<file path="config.mk">
export PLATFORM = sky130hd
export DESIGN_NAME = rbs_isqrt
export DESIGN_NICKNAME = d
export VERILOG_FILES = /design/src/rtl/core/rbs_pkg.sv /design/src/rtl/core/rbs_isqrt.sv
export SDC_FILE = /design/constraint.sdc
export NUM_CORES = 1
export LEC_CHECK = 0
export ABC_AREA = 1
export BUFFER_PORTS_ARGS = -buffer_cell sky130_fd_sc_hd__buf_2
export CORE_MARGIN = 8
export CORE_UTILIZATION = 40
export CTS_CLUSTER_DIAMETER = 60
export DETAILED_ROUTE_END_ITERATION = 7
export SYNTH_ARGS = -nofsm -noshare
export SYNTH_HDL_FRONTEND = slang
export SYNTH_SLANG_ARGS = --single-unit
</file>
<file path="constraint.sdc">
create_clock -name clk -period 8.3 [get_ports clk]
set_input_delay 0.83 -clock clk [delete_from_list [all_inputs] [get_ports clk]]
set_output_delay 0.83 -clock clk [all_outputs]
set_load 0.01 [all_outputs]
</file>
<file path="src/rtl/core/rbs_pkg.sv">
package rbs_pkg;

  localparam int MaxPoints = 1024;
  localparam int AddrW = (MaxPoints > 1) ? $clog2(MaxPoints) : 1;
  localparam int CountW = $clog2(MaxPoints + 1);

  typedef struct packed {
    logic signed [23:0] point_x;
    logic signed [23:0] point_y;
    logic signed [23:0] point_z;
    logic               last_point;
  } in_word_t;

  typedef struct packed {
    logic signed [23:0] center_x;
    logic signed [23:0] center_y;
    logic signed [23:0] center_z;
    logic [24:0]        sphere_radius_out;
    logic               overflow;
  } out_word_t;

  typedef struct packed {
    logic signed [23:0] x;
    logic signed [23:0] y;
    logic signed [23:0] z;
  } pt_t;

  // squared-distance unit request
  typedef struct packed {
    logic start;
    pt_t  a;
    pt_t  b;
  } dsq_req_t;

  function automatic logic signed [23:0] sat24(input logic signed [26:0] v);
    logic signed [26:0] hi;
    logic signed [26:0] lo;
    hi = 27'sd8388607;
    lo = -27'sd8388608;
    if (v > hi) return 24'sh7fffff;
    if (v < lo) return 24'sh800000;
    return v[23:0];
  endfunction

endpackage

</file>
<file path="src/rtl/core/rbs_isqrt.sv">
// iterative integer square root, one result bit per cycle
module rbs_isqrt
  import rbs_pkg::*;
(
  input  logic        clk,
  input  logic        rst_n,
  input  logic        start,
  input  logic [50:0] radicand,
  output logic        done,
  output logic [25:0] root
);

  logic [50:0] rem_r, rem_nxt;
  logic [50:0] res_r, res_nxt;
  logic [4:0]  step_r, step_nxt;
  logic        busy_r, busy_nxt;
  logic        done_r, done_nxt;
  logic [51:0] trial;
  logic [50:0] bit_v;

  always_comb begin
    bit_v    = 51'd1 << {step_r, 1'b0};
    trial    = {1'b0, res_r} + {1'b0, bit_v};
    rem_nxt  = rem_r;
    res_nxt  = res_r;
    step_nxt = step_r;
    busy_nxt = busy_r;
    done_nxt = 1'b0;
    if (start) begin
      rem_nxt  = radicand;
      res_nxt  = '0;
      step_nxt = 5'd25;
      busy_nxt = 1'b1;
    end else if (busy_r) begin
      // res holds r scaled by 2^step
      if ({1'b0, rem_r} >= trial) begin
        rem_nxt = rem_r - trial[50:0];
        res_nxt = (res_r >> 1) + bit_v;
      end else begin
        res_nxt = res_r >> 1;
      end
      if (step_r == 5'd0) begin
        busy_nxt = 1'b0;
        done_nxt = 1'b1;
      end else begin
        step_nxt = step_r - 5'd1;
      end
    end
  end

  always_ff @(posedge clk) begin
    if (!rst_n) begin
      busy_r <= 1'b0;
      done_r <= 1'b0;
    end else begin
      busy_r <= busy_nxt;
      done_r <= done_nxt;
    end
    rem_r  <= rem_nxt;
    res_r  <= res_nxt;
    step_r <= step_nxt;
  end

  assign done = done_r;
  assign root = res_r[25:0];

endmodule

</file>
==> run metrics, run 1 <==
status complete, no violations; number of synthesized flops with an enable pin 51; Critical Path Start step_r[1]; routed vias 15.6k; proportion of synthesized chip area in sequential cells 19.2%; Total GRT Usage 25.4%; CTS resizes 0; DR vias/cell 5.47; Max Transition Viols Final 0; fill cell count 3908; sequential share of power 24.2%; final worst slack 1310 ps; post-synth cell types 55; CTS clock-pin slew for the worst setup and hold paths 80 ps; Pre-Repair DR Iteration Count 5; Sw Pwr 2.02 mW; highest clock rate 143 MHz; Hold Path Depth 2; gr ovfl total 0; area grow syn2layout 6.25%; hold path start res_r[0]; CTS Sinks 109; # Post-CTS Setup Buffers 0; DP Wirelength 43400 um; Die Height 203 um; P per Cell Area 257 nW/um^2; largest net degree at the start of global routing 72; Final Hold Vio Count 0; Cells after Synth 2368; Tcrit/Tclk final 84.2%; CTS max path bufs 2; dominant synthesized flop cell dfxtp_1; Placed Area 14600 sq um; Final Wtd Congestion 1.04; first-pass GRT wire length 82600 um; final setup TNS 0 ps; CTS H-tree lvls 3; Switching Fraction 52.7%; PortBufs 80; Setup Skew 15.4 ps; initial antenna violation count 0; clock share of power 12.4%; post-route ant nets 0; die width 203 um; WP data arrival 7060 ps; max_slew headroom 25.9%; CP max stage delay 760 ps; Place WS 1310 ps; Initial Util 40.6%; First DRT Iteration DRCs 1358; Final Power 3.83 mW; Worst Reg-to-Reg Cells 31; Ys Warns 0; slowest stage cell, crit path nand2_2; R2R Path Start step_r[1]; #FFs+latches synth 109; fin area 14900 sq um; CTS tree done; Worst Path Max Fanout 32; Worst-Skew Late Latency 390 ps; WL/cell 18.7 um; peak supply drop 0.000179 V; vias in the first global route 15.1k; critical path endpoint category register; Setup-failing EPs final 0; nets 2550; Post-Syn Area 14000 sq um; Mapped Avg Cell Area 5.92 sq um; Die ar. 41300 sq um; CTS buffer count 9; Residual DRC 0; most frequent CP cell nand2_1; share of cells above drive strength 1 6.35%; Async SR Flop Fraction 0%; unrepaired setup endpoints after global routing no; Pint 1.81 mW; CTS Hold Buffers Added 0; Core Box Area 34500 sq um; minimum clock period 6990 ps; io pins 81; worst slew pin tran 1100 ps; Gate power share 63.4%; DRT Wirelength 53200 um; cell row count 68; nature of the critical path startpoint register; Root Buffer Master clkbuf_16; max cap viols 0; Pleak 6.48 nW; Setup CP Type register to register; Hold WC Path Type register to register; Synth Net Count 2528; n_diodes 0; CP Data Required Time 8370 ps
## kinds of logic after synthesis
logic type / count (synthesis) / synth area share (%)
adder cells (fa/ha/maj): 106 / 9.52
buffers and inverters: 403 / 12.0
flip-flops: 109 / 19.2
AO/OA/AOI/OAI: 403 / 15.7
XOR/XNOR: 73 / 4.56
AND/OR/NAND/NOR: 1274 / 39.0
## final cells by class
class | instances | area, sq um | area share, %
Multi-Input combinational cell | 1856 | 9650 | 64.8
Sequential cell | 109 | 2690 | 18.1
Inverter | 328 | 1230 | 8.27
Tap cell | 455 | 569 | 3.82
Timing Repair Buffer | 86 | 448 | 3.01
Clock buffer | 11 | 243 | 1.63
Clock inverter | 5 | 58.8 | 0.395
## power by group through the flow
stage	clock network (mW)	logic, mW	registers (mW)
2_1_floorplan	0	1.85	0.846
3_3_place_gp	0	2.36	0.930
3_5_place_dp	0	2.37	0.931
4_1_cts	0.484	2.39	0.918
5_1_grt	0.503	2.70	0.940
6_report	0.474	2.43	0.926
## layer usage
layer / global-route usage [%] / part of all wire, %
met3: 3.22 / 6.5
met2: 40.3 / 44
met4: 11.1 / 3.9
met1: 34.2 / 45
met5: 0 / 0
## worst max-delay path: cells and delay by family, from the launching register on
kind / cells / cell delay (ps)
buf+inv: 5 / 770
flops: 1 / 350
simple gates: 17 / 3360
compound gates: 4 / 1020
xor+xnor: 1 / 90
fa+ha+maj: 4 / 1040
## cell usage in the layout (no fill, tap or decap), types with 3 or more instances in the layout
cell,instances
a21boi_0,7
a21o_1,11
a21oi_1,176
a22oi_1,3
a31oi_1,14
and3_1,4
buf_2,79
buf_4,7
clkbuf_16,9
dfxtp_1,57
edfxtp_1,51
ha_1,105
inv_1,324
nand2_1,667
nand2_2,8
nand2_4,4
nand3_1,208
nand3b_1,24
nand4_1,29
nor2_1,247
nor2_4,3
nor3_1,41
nor4_1,9
o21a_1,3
o21ai_0,142
o21ai_1,12
o21ai_2,3
o21bai_1,9
o22ai_1,3
o31ai_1,5
or2_2,22
xnor2_1,30
xor2_1,43
## through the flow
| step | hold slack, ps | util, % | instances |
|---|---|---|---|
| after floorplan | 463 | - | 2368 |
| after global placement | 485 | 42.2 | 2834 |
| after detailed placement | 480 | 42.2 | 2834 |
| after CTS | 491 | 43.1 | 2850 |
| after global routing | 535 | 43.1 | 2850 |
| final | 494 | 43.1 | 2850 |
## final timing paths
kind | slack (ps) | to
setup / recovery | 1310 | rem_r[37]
hold / removal | 490 | res_r[0]
setup reg to reg | 1310 | rem_r[37]
hold reg to reg | 490 | res_r[0]
## synthesized netlist by cell type (27+ instances only)
cell      count  share of area (%)
buf_4        27                1.4
nand4_1      29                1.3
nor2_1      247                6.6
edfxtp_1     51                 11
nand3_1     208                7.4
xor2_1       43                2.7
ha_1        105                9.4
o21ai_0     142                5.1
xnor2_1      30                1.9
a21oi_1     176                6.3
inv_1       325                8.7
nor3_1       41                1.5
dfxtp_1      58                8.3
nand2_1     668                 18
## registers in the layout, summed over array words and instances (netlist names)
register  count
step_r        5
res_r        51
busy_r        1
done          1
rem_r        51
Power figures use the tool's default switching activity.
==> run 2, diff against run 1 <==
- clock period: 8.3 -> 6.2 ns (I/O delays scaled with it)
==> run metrics, run 2 (synthesis gave the netlist of run 1 again) <==
Tcrit/Tclk final 91.4%; max cap viols 0; PortBufs 80; Setup-failing EPs final 0; CTS tree done; Place WS 476 ps; Switching Fraction 52.0%; CTS max path bufs 2; CTS Hold Buffers Added 0; peak supply drop 0.000300 V; # Post-CTS Setup Buffers 0; DRT Wirelength 53400 um; nature of the critical path startpoint register; post-route ant nets 0; cell row count 68; unrepaired setup endpoints after global routing no; Worst Path Max Fanout 51; Final Hold Vio Count 0; CTS buffer count 9; WL/cell 18.6 um; CTS H-tree lvls 3; n_diodes 0; worst slew pin tran 816 ps; Register Area 2690 sq um; Max Transition Viols Final 0; clock share of power 13.0%; most common cell after layout, fill and taps aside nand2_1; first-pass GRT wire length 82600 um; M1 GR Usage 33.6%; fill cell count 3823; Final Wtd Congestion 0.987; CTS Sinks 109; status complete, no violations; Min Hold Slack 445 ps; share of cells above drive strength 1 7.09%; Pint 2.49 mW; Core Box Area 34500 sq um; Setup CP Type register to register; final setup TNS 0 ps; initial antenna violation count 0; most frequent cells in the layout 667 x nand2_1, 324 x inv_1, 247 x nor2_1; DR vias/cell 5.45; Hold WC Path Type input port to register; slowest stage cell, crit path o21ai_0; Root Buffer Master clkbuf_16; DP Wirelength 43500 um; Initial Util 40.6%; busiest grt layer met2; Pleak 6.58 nW; Residual DRC 0; routed vias 15.6k; Die Height 203 um; die width 203 um; gr ovfl total 0; Pre-Repair DR Iteration Count 6; minimum clock period 5660 ps; CTS clock-pin slew for the worst setup and hold paths 90 ps; CP max stage delay 460 ps; Total GRT Usage 25.4%; area grow syn2layout 7.50%; Placed Area 14700 sq um; Worst-Skew Late Latency 400 ps; final worst slack 536 ps; P per Cell Area 344 nW/um^2; io pins 81; largest net degree at the start of global routing 72; max_slew headroom 45.2%; Setup Skew 15.9 ps; vias in the first global route 15.0k; Die ar. 41300 sq um; critical path endpoint category register; Gate power share 63.7%; WP data arrival 5720 ps; GR Util met3 3.67%; nets 2566; Sw Pwr 2.70 mW; sequential share of power 23.3%; top flop regs rem_r (51), res_r (51), step_r (5); Final Power 5.19 mW; highest clock rate 177 MHz; First DRT Iteration DRCs 1264; GR Util met2 40.8%; fin area 15100 sq um; multi-input combinational cell area 9660 sq um; CP Data Required Time 6260 ps; most frequent CP cell nand2_1
run 2: routing by layer:
metal	routed length, um	up-vias
li1	-	7818
met1	24300	7150
met2	23700	560
met3	3120	99
met4	2220	0
met5	0	-
run 2: final cells by class:
| class | instances | area share (%) |
|---|---|---|
| well taps | 455 | 3.78 |
| flip-flops and latches | 109 | 17.9 |
| multi-input cells | 1856 | 64.1 |
| clock inverters | 6 | 0.490 |
| clock buffers | 10 | 1.66 |
| inverters | 328 | 8.17 |
| repair buffers | 102 | 3.94 |
run 2: power by group through the flow:
stage | Combinational, mW | Clock [mW] | Sequential, mW
floorplan | 2.48 | 0 | 1.13
global placement | 3.23 | 0 | 1.22
detailed placement | 3.25 | 0 | 1.22
CTS | 3.27 | 0.693 | 1.20
global route | 3.69 | 0.715 | 1.23
finish | 3.30 | 0.674 | 1.21
run 2: stage by stage:
stage	util (%)	instances
finish	43.6	2866
global placement	42.7	2850
floorplan	-	2368
global route	43.6	2866
detailed placement	42.7	2850
CTS	43.6	2866
run 2: repair_timing:
| action | in CTS | in global routing |
|---|---|---|
| setup endpoints to repair | 0 | 73 |
| endpoints found under the hold margin | 0 | 0 |
| gates resized for setup | 0 | 2 |
run 2: worst max-delay path: cells and delay by family, from the launching register on:
| kind | cells | cell delay, ps |
|---|---|---|
| compound gates | 4 | 1040 |
| xor+xnor | 1 | 220 |
| fa+ha+maj | 4 | 880 |
| buf+inv | 5 | 710 |
| flops | 1 | 360 |
| simple gates | 17 | 2030 |
run 2: final timing paths:
path / slack (ps) / from / to / cells after the start
max: 540 / step_r[1] / rem_r[22] / 31
min: 440 / rst_n / busy_r / 2
max reg2reg: 540 / step_r[1] / rem_r[22] / 31
min reg2reg: 500 / res_r[0] / res_r[0] / 2
==> run 3, diff against run 2 <==
- ABC_AREA: 1 -> default
- SETUP_SLACK_MARGIN: default -> 0.5
==> run metrics, run 3 <==
Ys Warns 0; post-route ant nets 0; Final Hold Vio Count 0; CTS max path bufs 2; top flop regs rem_r (51), res_r (51), step_r (5); Setup-failing EPs final 0; Die ar. 36200 sq um; Total GRT Usage 21.5%; n_diodes 0; nature of the critical path startpoint register; DR vias/cell 6.00; First DRT Iteration DRCs 1203; CTS Hold Buffers Added 0; post-route insts no fill 2087; DP Wirelength 29900 um; status complete, no violations; gr ovfl total 0; #FFs+latches synth 109; final setup TNS 0 ps; Core Box Area 30300 sq um; Max Transition Viols Final 0; WL/cell 19.8 um; Setup Skew 14.0 ps; CTS buffer count 9; dominant synthesized flop cell dfxtp_1; minimum clock period 5750 ps; most frequent CP cell buf_4; hold-critical path endpoint busy_r; Die Height 190 um; Root Buffer Master clkbuf_16; max cap viols 0; Tcrit/Tclk final 92.7%; Post-Syn Area 12200 sq um; WP data arrival 5870 ps; vias in the first global route 11.9k; area grow syn2layout 22.8%; peak supply drop 0.000239 V; CTS Sinks 109; Worst R2R End rem_r[2]; reg-to-reg slack, setup 450 ps; initial antenna violation count 0; cell row count 64; Placed Instances 2013; PortBufs 80; critical path endpoint category register; CTS clock-pin slew for the worst setup and hold paths 90 ps; proportion of synthesized chip area in sequential cells 22.1%; die width 190 um; Final Wtd Congestion 0.910; Pre-Repair DR Iteration Count 5; CP Data Required Time 6330 ps; area leader, netlist edfxtp_1; Worst Path Max Fanout 27; CTS tree done; CP max stage delay 420 ps; nets 1846; Initial Util 40.2%; Residual DRC 0; io pins 81; number of synthesized flops with an enable pin 51; most common library cells after synthesis 170 x nand2_1, 138 x nor2_1, 113 x o21ai_0; Final Power 6.24 mW; Setup CP Type register to register; Mapped Avg Cell Area 7.83 sq um; Synth Net Count 1712; largest net degree at the start of global routing 69; Min Hold Slack 449 ps; first-pass GRT wire length 63300 um; unrepaired setup endpoints after global routing yes; most common cell after layout, fill and taps aside nand2_1; highest clock rate 174 MHz; fill cell count 2966; routed vias 12.5k; DRT Wirelength 41200 um; post-synth cell types 99; Hold WC Path Type input port to register; max_slew headroom 47.2%; Worst-Skew Late Latency 380 ps; Hold Path Depth 2; slowest stage cell, crit path dfxtp_4; Cells after Synth 1552; share of cells above drive strength 1 24.5%; Pleak 5.72 nW; R2R Path Start step_r[0]; top-count cell post-synth nand2_1; P per Cell Area 418 nW/um^2; Async SR Flop Fraction 0%; Worst Reg-to-Reg Cells 29; CTS H-tree lvls 3; hold path start rst_n; worst slew pin tran 792 ps; area share of the largest cell type after synthesis 12.6%; most frequent cells in the layout 163 x nand2_1, 132 x nor2_1, 126 x buf_4; synth top area cells edfxtp_1 13%, ha_1 11%, dfxtp_1 9.6%
## run 3: changes by cell type in the layout (fill, tap and decap cells not counted), moves of 87 or more
cell | previous run | this run
nand2_1 | 667 | 163
nand3_1 | 208 | 31
buf_4 | 21 | 126
inv_1 | 324 | 37
nor2_1 | 247 | 132
a21oi_1 | 176 | 89
## run 3: power by group
group / leakage (nW) / internal [mW] / switching [mW] / total (mW)
combinational: 4.59 / 1.96 / 2.41 / 4.36
clock: 0.145 / 0.321 / 0.324 / 0.645
sequential: 0.986 / 1.05 / 0.191 / 1.24
## run 3: area by class of cell
type	instances	area, sq um	share of cell area (%)
Clock buffer	9	225	1.51
Tap cell	396	495	3.32
Clock inverter	7	82.6	0.553
Multi-Input combinational cell	1295	9510	63.7
Inverter	40	155	1.04
Sequential cell	109	2710	18.1
Timing Repair Buffer	231	1760	11.8
## run 3: worst max-delay path by stage
stage,slack (ps),to,cells after the start,startpoint
after floorplan,520,rem_r[0],22,step_r[3]
after global placement,-700,res_r[46],22,step_r[0]
after detailed placement,-780,res_r[46],23,step_r[0]
after CTS,500,res_r[3],28,step_r[1]
after global routing,230,res_r[3],28,step_r[4]
final,450,rem_r[2],29,step_r[0]
## run 3: metal layers
metal  up-vias  routed length [um]  part of all wire (%)  track usage, %
li1       6034                   -                     -               -
met1      5929               17700                    43            27.6
met2       466               19600                    48            35.7
met3        89                2630                   6.4            3.57
met4         0                1260                   3.1            8.11
met5         -                   0                     0               0
## run 3: worst max-delay path, delay by kind of cell (launching register included)
kind            cells  cell delay [ps]
simple gates        7              850
buf+inv             8             1190
xor+xnor            1              230
flops               1              420
fa+ha+maj           3              750
compound gates     10             2020
## run 3: repair_timing
item	in CTS	in global routing
pin swaps	48	85
buffers inserted	18	35
setup endpoints to repair	119	117
gates resized for setup	109	70
cloned	1	4
## run 3: kinds of logic (layout without fill, tap and decap cells)
logic type	Yosys count	after routing	synth area share [%]
and+or+nand+nor	537	537	21.2
AOI/OAI and AO/OA	509	509	29.1
buffers and inverters	148	287	6.03
xor gates and xnor gates	122	122	8.85
adders and majority gates	110	110	11.3
DFF	109	109	22.1
muxes	17	17	1.46
## run 3: per-stage QoR
stage	cell area [sq um]	utilization [%]	setup slack (ps)
2_1_floorplan	12200	-	517
3_5_place_dp	13300	43.8	-783
4_1_cts	14200	47.1	502
6_report	14900	49.3	455
3_3_place_gp	13300	43.8	-701
5_1_grt	14900	49.3	234
