**src/rtl/core/rbs_pkg.sv**
```systemverilog
package rbs_pkg;

  localparam int MaxPoints = 1024;
  localparam int AddrW = (MaxPoints > 1) ? $clog2(MaxPoints) : 1;
  localparam int CountW = $clog2(MaxPoints + 1);

  typedef struct packed {
    logic signed [23:0] point_x;
    logic signed [23:0] point_y;
    logic signed [23:0] point_z;
    logic               last_point;
  } in_word_t;

  typedef struct packed {
    logic signed [23:0] center_x;
    logic signed [23:0] center_y;
    logic signed [23:0] center_z;
    logic [24:0]        sphere_radius_out;
    logic               overflow;
  } out_word_t;

  typedef struct packed {
    logic signed [23:0] x;
    logic signed [23:0] y;
    logic signed [23:0] z;
  } pt_t;

  // squared-distance unit request
  typedef struct packed {
    logic start;
    pt_t  a;
    pt_t  b;
  } dsq_req_t;

  function automatic logic signed [23:0] sat24(input logic signed [26:0] v);
    logic signed [26:0] hi;
    logic signed [26:0] lo;
    hi = 27'sd8388607;
    lo = -27'sd8388608;
    if (v > hi) return 24'sh7fffff;
    if (v < lo) return 24'sh800000;
    return v[23:0];
  endfunction

endpackage

```
**src/rtl/core/rbs_div.sv**
```systemverilog
// restoring signed divider, quotient truncated toward zero, one bit per cycle
module rbs_div
  import rbs_pkg::*;
(
  input  logic               clk,
  input  logic               rst_n,
  input  logic               start,
  input  logic signed [50:0] dividend,
  input  logic [25:0]        divisor,
  output logic               done,
  output logic signed [26:0] quotient
);

  logic [50:0] mag_r, mag_nxt;
  logic [26:0] rem_r, rem_nxt;
  logic [25:0] dvs_r, dvs_nxt;
  logic        neg_r, neg_nxt;
  logic [5:0]  cnt_r, cnt_nxt;
  logic        busy_r, busy_nxt;
  logic        done_r, done_nxt;
  logic [26:0] sh;
  logic [50:0] q;

  always_comb begin
    mag_nxt  = mag_r;
    rem_nxt  = rem_r;
    dvs_nxt  = dvs_r;
    neg_nxt  = neg_r;
    cnt_nxt  = cnt_r;
    busy_nxt = busy_r;
    done_nxt = 1'b0;
    sh       = {rem_r[25:0], mag_r[50]};
    if (start) begin
      mag_nxt  = dividend[50] ? 51'(-dividend) : dividend;
      neg_nxt  = dividend[50];
      dvs_nxt  = divisor;
      rem_nxt  = '0;
      cnt_nxt  = 6'd51;
      busy_nxt = 1'b1;
    end else if (busy_r) begin
      if (sh >= {1'b0, dvs_r}) begin
        rem_nxt = sh - {1'b0, dvs_r};
        mag_nxt = {mag_r[49:0], 1'b1};
      end else begin
        rem_nxt = sh;
        mag_nxt = {mag_r[49:0], 1'b0};
      end
      cnt_nxt = cnt_r - 6'd1;
      if (cnt_r == 6'd1) begin
        busy_nxt = 1'b0;
        done_nxt = 1'b1;
      end
    end
  end

  always_ff @(posedge clk) begin
    if (!rst_n) begin
      busy_r <= 1'b0;
      done_r <= 1'b0;
    end else begin
      busy_r <= busy_nxt;
      done_r <= done_nxt;
    end
    mag_r <= mag_nxt;
    rem_r <= rem_nxt;
    dvs_r <= dvs_nxt;
    neg_r <= neg_nxt;
    cnt_r <= cnt_nxt;
  end

  // |delta*num/d| < |delta| so it fits 27 bits
  assign q        = neg_r ? 51'(-mag_r) : mag_r;
  assign quotient = q[26:0];
  assign done     = done_r;

endmodule

```
**config.mk**
```make
export PLATFORM = sky130hd
export DESIGN_NAME = rbs_div
export DESIGN_NICKNAME = d
export VERILOG_FILES = /design/src/rtl/core/rbs_pkg.sv /design/src/rtl/core/rbs_div.sv
export SDC_FILE = /design/constraint.sdc
export NUM_CORES = 1
export LEC_CHECK = 0
export ABC_AREA = 0
export BUFFER_PORTS_ARGS = -buffer_cell sky130_fd_sc_hd__buf_2
export CAP_MARGIN = 30
export CORE_UTILIZATION = 60
export CTS_BUF_LIST = sky130_fd_sc_hd__clkbuf_2
export DETAILED_ROUTE_END_ITERATION = 7
export PLACE_DENSITY = 0.85
export SLEW_MARGIN = 15
export SYNTH_ARGS = -nofsm -noshare
export SYNTH_HDL_FRONTEND = slang
export SYNTH_SLANG_ARGS = --single-unit
```
**constraint.sdc**
```tcl
create_clock -name clk -period 4 [get_ports clk]
set_clock_uncertainty 0.15 [all_clocks]
set_input_delay 0.4 -clock clk [delete_from_list [all_inputs] [get_ports clk]]
set_output_delay 0.4 -clock clk [all_outputs]
set_load 0.005 [all_outputs]
```
==> results of run 1 <==
## cell type report
type / instances / area, sq um / share of cell area, %
Inverter: 44 / 165 / 1.93
Timing Repair Buffer: 164 / 1100 / 12.8
Clock inverter: 5 / 23.8 / 0.278
Tap cell: 147 / 184 / 2.15
Sequential cell: 112 / 3020 / 35.3
Multi-Input combinational cell: 596 / 4020 / 46.9
Clock buffer: 11 / 55.1 / 0.643
## stage by stage
| stage | utilization (%) | area [sq um] |
|---|---|---|
| finish | 71.6 | 8560 |
| global route | 71.6 | 8560 |
| CTS | 71.1 | 8500 |
| detailed placement | 66.7 | 7980 |
| global placement | 66.7 | 7980 |
| floorplan | - | 7340 |
## routing by layer
metal,wire [um],share of wire (%),GRT usage (%),up-vias
li1,-,-,-,3169
met1,7710,46,36.5,2982
met2,8030,48,43.5,178
met3,665,4.0,4.54,24
met4,293,1.8,8.62,0
met5,0,0,0,-
## cells by family after synthesis
| kind of cell | share of synthesized area (%) |
|---|---|
| flip-flops | 41.2 |
| AND/OR/NAND/NOR | 14.5 |
| multiplexers | 3.05 |
| adder cells (fa/ha/maj) | 5.39 |
| XOR/XNOR | 11.6 |
| buffers and inverters | 4.35 |
| AO/OA/AOI/OAI | 19.9 |
## path summary, 6_finish.rpt
check                                               to                    from  slack, ns
worst min register to register  rem_r[23]$_SDFFE_PP0P_  rem_r[23]$_SDFFE_PP0P_       0.37
worst min-delay path               mag_r[24]$_DFFE_PP_            dividend[24]       0.02
worst max-delay path                      quotient[26]      mag_r[0]$_DFFE_PP_       0.23
worst max register to register   rem_r[6]$_SDFFE_PP0P_     dvs_r[10]$_DFFE_PP_       0.54
## layout by cell type, fill, tap and decap left out, types with 11 or more instances in the layout
master	synthesis	layout
nand2_1	48	47
inv_1	44	44
a21oi_1	73	73
xor2_1	57	57
ha_1	30	30
a21o_1	14	14
o41ai_1	12	12
o21ai_0	43	42
dfxtp_1	34	34
edfxtp_1	78	78
xnor2_1	40	40
dlygate4sd3_1	0	48
or3_1	14	13
o31ai_1	18	16
nor2_1	86	86
buf_2	3	106
a211oi_1	19	19
mux2i_1	19	19
clkbuf_2	0	11
## registers in the layout (all words and copies together), names as in the netlist
register	flops
mag_r	51
dvs_r	26
rem_r	26
cnt_r	6
busy_r	1
done	1
neg_r	1
## power breakdown
group          leakage [nW]  total, mW  switching, mW  internal (mW)
Combinational          2.38      0.849          0.460          0.389
Sequential             1.04       1.45         0.0780           1.37
Clock                0.0561      0.439          0.358         0.0806
## worst max-delay path: stages (launching register included)
cell and delay [ns]:
edfxtp_1 0.51, inv_1 0.09, ha_1 0.15, nand2_1 0.08
or4_1 0.50, or3_4 0.40, or3_1 0.38, o31ai_2 0.24
xnor2_1 0.15, buf_2 0.13
## repair_timing
item / CTS / global route
buffers inserted: 0 / 2
hold buffers: 45 / 3
hold endpoints to repair: 47 / 3
gates resized for setup: 0 / 4
setup endpoints to repair: 0 / 5
==> impl_metrics.tcl, run 1 <==
set metrics [dict create \
    finalCritPeriodShare_pct 94.3 \
    cts_max_path_buffers 2 \
    coreArea_sq_um 12000 \
    p_total_mw 2.74 \
    startpoint_type "register" \
    cts_buffers 9 \
    clkTransAtPathRegs_ns 0.32 \
    timing.hold.ws_ns 0.0156 \
    yosysWarnings 0 \
    n_antenna_cell 0 \
    grt_pass1_vias 5887 \
    grt_pass1_wl_mm 27.3 \
    wl_per_cell_um 15.5 \
    pin_count 108 \
    overflow 0 \
    arrival_ns 3.22 \
    synthFlopType "edfxtp_1" \
    wl_mm 16.7 \
    min_path_type "input port to register" \
    layout.cells.non_filler 1079 \
    yosysSeqAreaShare_pct 41.2 \
    die_y_um 113 \
    track_usage_pct 26.8 \
    ys_types 61 \
    whs_path_depth 3 \
    dp_hpwl_mm 11.3 \
    cp_max_fo 5 \
    p_leak_nw 3.48 \
    initialDrtViolationCount 464 \
    vias 6353 \
    pre_cts_ws_ns 0.504 \
    worst-setup-path-type "register to output port" \
    synth_nets 902 \
    drive_above_1_share_pct 16.4 \
    synthArstFlopShare_pct 0 \
    period_minus_slack_ns 3.77 \
    dp.cells 1013 \
    drc 0 \
    netlist_top_cells_area "edfxtp_1 32%, dfxtp_1 9.3%, xor2_1 6.8%, ha_1 5.1%, a21oi_1 5.0%" \
    netlist_instances 791 \
    synth.top_cells.by_count "86 x nor2_1, 78 x edfxtp_1, 73 x a21oi_1" \
    root_buffer "clkbuf_2" \
    gp_congestion 0.892 \
    clkSinkCount 112 \
    io_buffers 107 \
    setup_slack_ns 0.229 \
    finalHoldViolCount 0 \
    synth_edf_count 78 \
    grt_antenna_before_repair 0 \
    max_freq_mhz 265 \
    crit_required_ns 3.45 \
    setup_viol 0 \
    tritoncts "built" \
    rr_worst_depth 11 \
    die_area_sq_um 12700 \
    finalSetupTns_ns 0 \
    nets 1038 \
    avgViaCountPerCell 5.89 \
    start_util_pct 61.4 \
    dr.pass1.iters 5 \
    cap_violations 0 \
    yosysMostFrequentCell "nor2_1" \
    die_width_um 113 \
    synth_top_cell_area_share_pct 31.9 \
    synth_seq_cells 112 \
    htreeDepth 3 \
    ant_nets 0 \
    grt_max_degree 152 \
    ir_worst_vdd_mv 0.217 \
    clk_latency_ns 0.66 \
    areaGrowthSynthToFinish_pct 16.7 \
    endpoint_kind "output port" \
    status "complete, no violations" \
    synth_area_leader_cell "edfxtp_1" \
    slew_viol_final 0 \
    powerDensity_nw_per_um2 319 \
    syn_area_sq_um 7340 \
    syn-mean-instance-area_sq_um 9.28 \
    max_slew_margin_pct 43.3 \
    fill_cells 917 \
    worstMarginPinSlew_ns 0.850 \
    num_rows 40 \
]
(Power assumes the default switching activity.)
==> inputs of run 2 (changes only) <==
- BUFFER_PORTS_ARGS: -buffer_cell sky130_fd_sc_hd__buf_2 -> unset
- CORE_UTILIZATION: 60 -> 50
- DONT_BUFFER_PORTS: unset -> 1
- PLACE_DENSITY: 0.85 -> 0.67
- clock period: 4 -> 4.8 ns (I/O delays scaled with it)
==> run 2 against run 1 <==
Compared with the run above:
- sequential power shrank 17%
- combinational power shrank 22%
- largest power group unchanged
- cell count shrank 3.2%
- highest routed layer unchanged
- clock-buffer cell count shrank 2
- critical path depth shrank 1
- utilization shrank 11 points
- sequential cell count is the same
- register-to-register slack gained 0.73 ns
- first-iteration DRC count shrank 21%
- global-route usage shrank 1.8 points
- critical path type unchanged
==> impl_metrics.tcl, run 2 (synthesis results as in run 1) <==
set metrics [dict create \
    coreArea_sq_um 14100 \
    dp_hpwl_mm 11.5 \
    timing.hold.ws_ns 0.0656 \
    wl_mm 18.3 \
    cap_violations 0 \
    max_freq_mhz 255 \
    root_buffer "clkbuf_2" \
    avgViaCountPerCell 5.92 \
    seq_power_share_pct 53.3 \
    nets 971 \
    worst-setup-path-type "register to output port" \
    drive_above_1_share_pct 4.97 \
    n_antenna_cell 0 \
    switching_share_pct 33.5 \
    top_register "mag_r" \
    overflow 0 \
    vias 6191 \
    clk_latency_ns 0.66 \
    post_cts_resized 0 \
    max_slew_margin_pct 44.8 \
    worstMarginPinSlew_ns 0.829 \
    initialDrtViolationCount 367 \
    layout_common_cells "92 x dlygate4sd3_1, 86 x nor2_1, 78 x edfxtp_1" \
    cts_max_path_buffers 2 \
    cp_max_fo 5 \
    internal-power_mw 1.51 \
    finalCritPeriodShare_pct 81.6 \
    status "complete, no violations" \
    finalHoldViolCount 0 \
    layout_commonest_cell "dlygate4sd3_1" \
    largest_reg_flops 51 \
    areaGrowthSynthToFinish_pct 15.8 \
    endpoint_kind "output port" \
    num_rows 43 \
    htreeDepth 3 \
    setup_viol 0 \
    start_util_pct 52.1 \
    ant_nets 0 \
    postLayoutCellArea_sq_um 8500 \
    period_minus_slack_ns 3.92 \
    crit_required_ns 4.17 \
    grt_pass1_wl_mm 29.6 \
    clkSinkCount 112 \
    tritoncts "built" \
    io_buffers 0 \
    p_leak_nw 3.23 \
    arrival_ns 3.29 \
    p_clk_share_pct 17.6 \
    pin_count 108 \
    powerDensity_nw_per_um2 267 \
    gp_congestion 0.893 \
    grt_pass1_vias 6089 \
    startpoint_type "register" \
    pre_cts_ws_ns 1.37 \
    die_area_sq_um 15200 \
    reg.largest.list "mag_r x51, dvs_r x26, rem_r x26" \
    rsz0062_at_grt "no" \
    combinationalPowerShare_pct 29.1 \
    die_y_um 123 \
    ir_worst_vdd_mv 0.185 \
    finalSetupTns_ns 0 \
    track_usage_pct 24.9 \
    clkTransAtPathRegs_ns 0.30 \
    cts_buffers 9 \
    p_sw_mw 0.761 \
    grt_max_degree 153 \
    slew_viol_final 0 \
    min_path_type "input port to register" \
    drc 0 \
    setup_slack_ns 0.883 \
    grt_antenna_before_repair 0 \
    final_util_pct 60.3 \
    dr.pass1.iters 5 \
    dpl_cell_area_sq_um 7440 \
    die_width_um 123 \
    wl_per_cell_um 17.5 \
]
==> run 2: cell count changes in the layout (fill, tap and decap cells not counted), sizes merged <==
| cell | previous run | this run |
|---|---|---|
| clkinv | 5 | 4 |
| buf | 116 | 5 |
| clkbuf | 11 | 9 |
| dlygate4sd3 | 48 | 92 |
| inv | 44 | 45 |
| clkinvlp | 0 | 2 |
==> run 2: final timing paths <==
kind,start,to,slack (ns),cells after the start
worst max-delay path,mag_r[0]$_DFFE_PP_,quotient[26],0.88,8
worst min-delay path,dividend[50],mag_r[9]$_DFFE_PP_,0.07,3
worst max register to register,dvs_r[11]$_DFFE_PP_,rem_r[16]$_SDFFE_PP0P_,1.27,11
worst min register to register,rem_r[23]$_SDFFE_PP0P_,rem_r[23]$_SDFFE_PP0P_,0.36,2
==> run 2: final cells by class <==
| cell class | instances | area [sq um] |
|---|---|---|
| inverters | 44 | 165 |
| fillers | 1193 | 5600 |
| multi-input cells | 596 | 4000 |
| repair buffers | 97 | 991 |
| well taps | 180 | 225 |
| clock inverters | 7 | 47.5 |
| flip-flops and latches | 112 | 3020 |
| clock buffers | 9 | 45.0 |
==> run 2: power by group through the flow <==
stage / registers [mW] / logic, mW / clock network, mW
2_1_floorplan: 1.21 / 0.477 / 0
4_1_cts: 1.21 / 0.646 / 0.418
5_1_grt: 1.22 / 0.730 / 0.452
6_report: 1.21 / 0.661 / 0.400
3_3_place_gp: 1.23 / 0.535 / 0
3_5_place_dp: 1.23 / 0.550 / 0
==> run 2: per-layer routing <==
metal / vias up / wire length (um) / GRT usage, %
met3: 23 / 1040 / 5.67
li1: 3029 / - / -
met1: 2966 / 8320 / 33.3
met4: 0 / 229 / 5.65
met5: - / 0 / 0
met2: 173 / 8710 / 41.1
==> run 2: critical path, stage by stage (launching register included) <==
cell      delay, ns
edfxtp_1       0.53
inv_1          0.09
ha_1           0.16
nand2_1        0.08
or4_1          0.50
or3_1          0.43
or3_1          0.38
o31ai_1        0.28
xnor2_1        0.18
==> run 2: per-stage QoR <==
step | cells | total power [mW]
finish | 1045 | 2.27
global route | 1045 | 2.41
CTS | 1038 | 2.27
detailed placement | 935 | 1.78
global placement | 935 | 1.76
floorplan | 791 | 1.68
==> run 2: timing repair <==
| action | CTS | global route |
|---|---|---|
| buffers inserted | 0 | 0 |
| hold buffers | 87 | 7 |
| endpoints found under the hold margin | 136 | 7 |
==> inputs of run 3 (changes only) <==
- clock period: 4.8 -> 3.85 ns (I/O delays scaled with it)
==> run 3 against run 2 <==
Compared with the run above:
- via count is 0.47% lower
- die area did not move
- clock-buffer cell count stayed put
- non-clock buffer count is 6 higher
- sequential share of layout area down 0.36 points
- critical path depth unchanged
- clock power grew 22%
- register-to-register slack lost 0.71 ns
- combinational power increased by 27%
- power rose by 25%
- first-iteration DRC count increased by 26%
==> impl_metrics.tcl, run 3 (synthesis results as in run 1) <==
set metrics [dict create \
    status "complete, no violations" \
    internal-power_mw 1.90 \
    die_width_um 123 \
    layout_commonest_cell "dlygate4sd3_1" \
    drc 0 \
    max_slew_margin_pct 38.6 \
    finalHoldViolCount 0 \
    dp_hpwl_mm 11.4 \
    setup_viol 0 \
    grt_pass1_wl_mm 29.3 \
    wl_per_cell_um 16.8 \
    start_util_pct 52.1 \
    pin_count 108 \
    arrival_ns 3.10 \
    coreArea_sq_um 14100 \
    clkSinkCount 112 \
    critical_path.max_stage_delay_ns 0.54 \
    p_total_mw 2.84 \
    track_usage_pct 24.5 \
    largest_reg_flops 51 \
    min_path_type "input port to register" \
    p_leak_nw 3.26 \
    setup_slack_ns 0.219 \
    post_cts_buffers 0 \
    cp_max_fo 5 \
    powerDensity_nw_per_um2 331 \
    io_buffers 0 \
    worst-setup-path-type "register to output port" \
    layout_common_cells "94 x dlygate4sd3_1, 86 x nor2_1, 78 x edfxtp_1" \
    path_common_cell "or3_4" \
    drive_above_1_share_pct 5.97 \
    cts_max_path_buffers 2 \
    tritoncts "built" \
    overflow 0 \
    finalCritPeriodShare_pct 94.3 \
    critPathTopFamily "simple AND/OR/NAND/NOR gates" \
    crit_slowest_cell "edfxtp_1" \
    slew_viol_final 0 \
    critPathBufInv 1 \
    root_buffer "clkbuf_2" \
    fill_cells 1204 \
    ant_nets 0 \
    cts_buffers 9 \
    combinationalPowerShare_pct 29.6 \
    die_y_um 123 \
    worstMarginPinSlew_ns 0.921 \
    vias 6162 \
    switching_share_pct 33.2 \
    reg.largest.list "mag_r x51, dvs_r x26, rem_r x26" \
    top_register "mag_r" \
    crit_required_ns 3.31 \
    grt_max_degree 153 \
    pre_cts_ws_ns 0.514 \
    num_rows 43 \
    max_freq_mhz 275 \
    seq_power_share_pct 53.2 \
    clk_latency_ns 0.64 \
    die_area_sq_um 15200 \
    nets 977 \
    p_sw_mw 0.945 \
    wl_mm 17.7 \
    gp_congestion 0.891 \
    period_minus_slack_ns 3.63 \
    dr.pass1.iters 5 \
    p_clk_share_pct 17.2 \
    avgViaCountPerCell 5.86 \
    grt_pass1_vias 6045 \
    areaGrowthSynthToFinish_pct 17.0 \
    ir_worst_vdd_mv 0.221 \
    clkTransAtPathRegs_ns 0.29 \
    htreeDepth 3 \
    initialDrtViolationCount 461 \
    crit_chain "inv_1, ha_1, nand2_1, or4_4, or3_4, or3_4, o31ai_2, xnor2_1" \
    grt_antenna_before_repair 0 \
    startpoint_type "register" \
    endpoint_kind "output port" \
    timing.hold.ws_ns 0.0389 \
    cap_violations 0 \
]
==> run 3: cell types whose count changed in the layout (fill, tap and decap cells not counted), sizes merged <==
cell         delta
inv             +1
clkinv          -1
diode           +1
dlygate4sd3     +2
buf             +4
==> run 3: through the flow <==
| step | TNS [ns] | instances | utilization [%] | instance area (sq um) |
|---|---|---|---|---|
| final | 0 | 1052 | 60.9 | 8580 |
| after global routing | -0.00565 | 1051 | 60.9 | 8580 |
| after CTS | 0 | 1050 | 60.6 | 8540 |
| after detailed placement | 0 | 939 | 53.0 | 7470 |
| after global placement | 0 | 939 | 53.0 | 7470 |
| after floorplan | 0 | 791 | - | 7340 |
==> run 3: routing by layer <==
| metal | vias up | wire [um] | track usage (%) |
|---|---|---|---|
| met1 | 2916 | 8250 | 33.7 |
| met2 | 191 | 8230 | 39.0 |
| met3 | 18 | 1010 | 5.58 |
| met5 | - | 0 | 0 |
| li1 | 3037 | - | - |
| met4 | 0 | 211 | 5.80 |
==> run 3: worst reg2reg max path, cell delays in order, from the launching register on <==
cell,delay [ns]
edfxtp_1,0.40
inv_1,0.04
ha_1,0.38
and4_1,0.28
and3_1,0.21
o311ai_1,0.21
a31o_2,0.33
o21bai_1,0.24
a31o_2,0.39
buf_4,0.24
mux2i_1,0.22
a211oi_1,0.10
==> run 3: final timing paths <==
kind	startpoint	endpoint	slack (ns)	cells past startpoint
worst min-delay path	start	dvs_r[12]$_DFFE_PP_	0.04	1
worst max-delay path	mag_r[0]$_DFFE_PP_	quotient[26]	0.22	8
worst min register to register	rem_r[23]$_SDFFE_PP0P_	rem_r[23]$_SDFFE_PP0P_	0.36	2
worst max register to register	dvs_r[10]$_DFFE_PP_	rem_r[14]$_SDFFE_PP0P_	0.56	11
==> run 3: power by group through the flow <==
stage / registers (mW) / clock network [mW] / logic [mW]
after global placement: 1.53 / 0 / 0.674
final: 1.51 / 0.488 / 0.842
after floorplan: 1.50 / 0 / 0.594
after detailed placement: 1.53 / 0 / 0.692
after global routing: 1.53 / 0.560 / 0.930
after CTS: 1.51 / 0.516 / 0.829
==> run 3: area by class of cell <==
cell class / instances / area (sq um) / area share [%]
repair buffers: 103 / 1040 / 12.1
flip-flops and latches: 112 / 3020 / 35.2
diodes: 1 / 2.50 / 0.0292
inverters: 44 / 165 / 1.92
multi-input cells: 596 / 4040 / 47.0
clock buffers: 9 / 45.0 / 0.525
well taps: 180 / 225 / 2.62
clock inverters: 7 / 46.3 / 0.539
==> run 3: repair_timing <==
action | 4_1_cts | 5_1_grt
hold endpoints to repair | 136 | 1
setup endpoints to repair | 2 | 5
gates resized for setup | 1 | 7
hold buffers | 95 | 1
pin swaps | 0 | 0
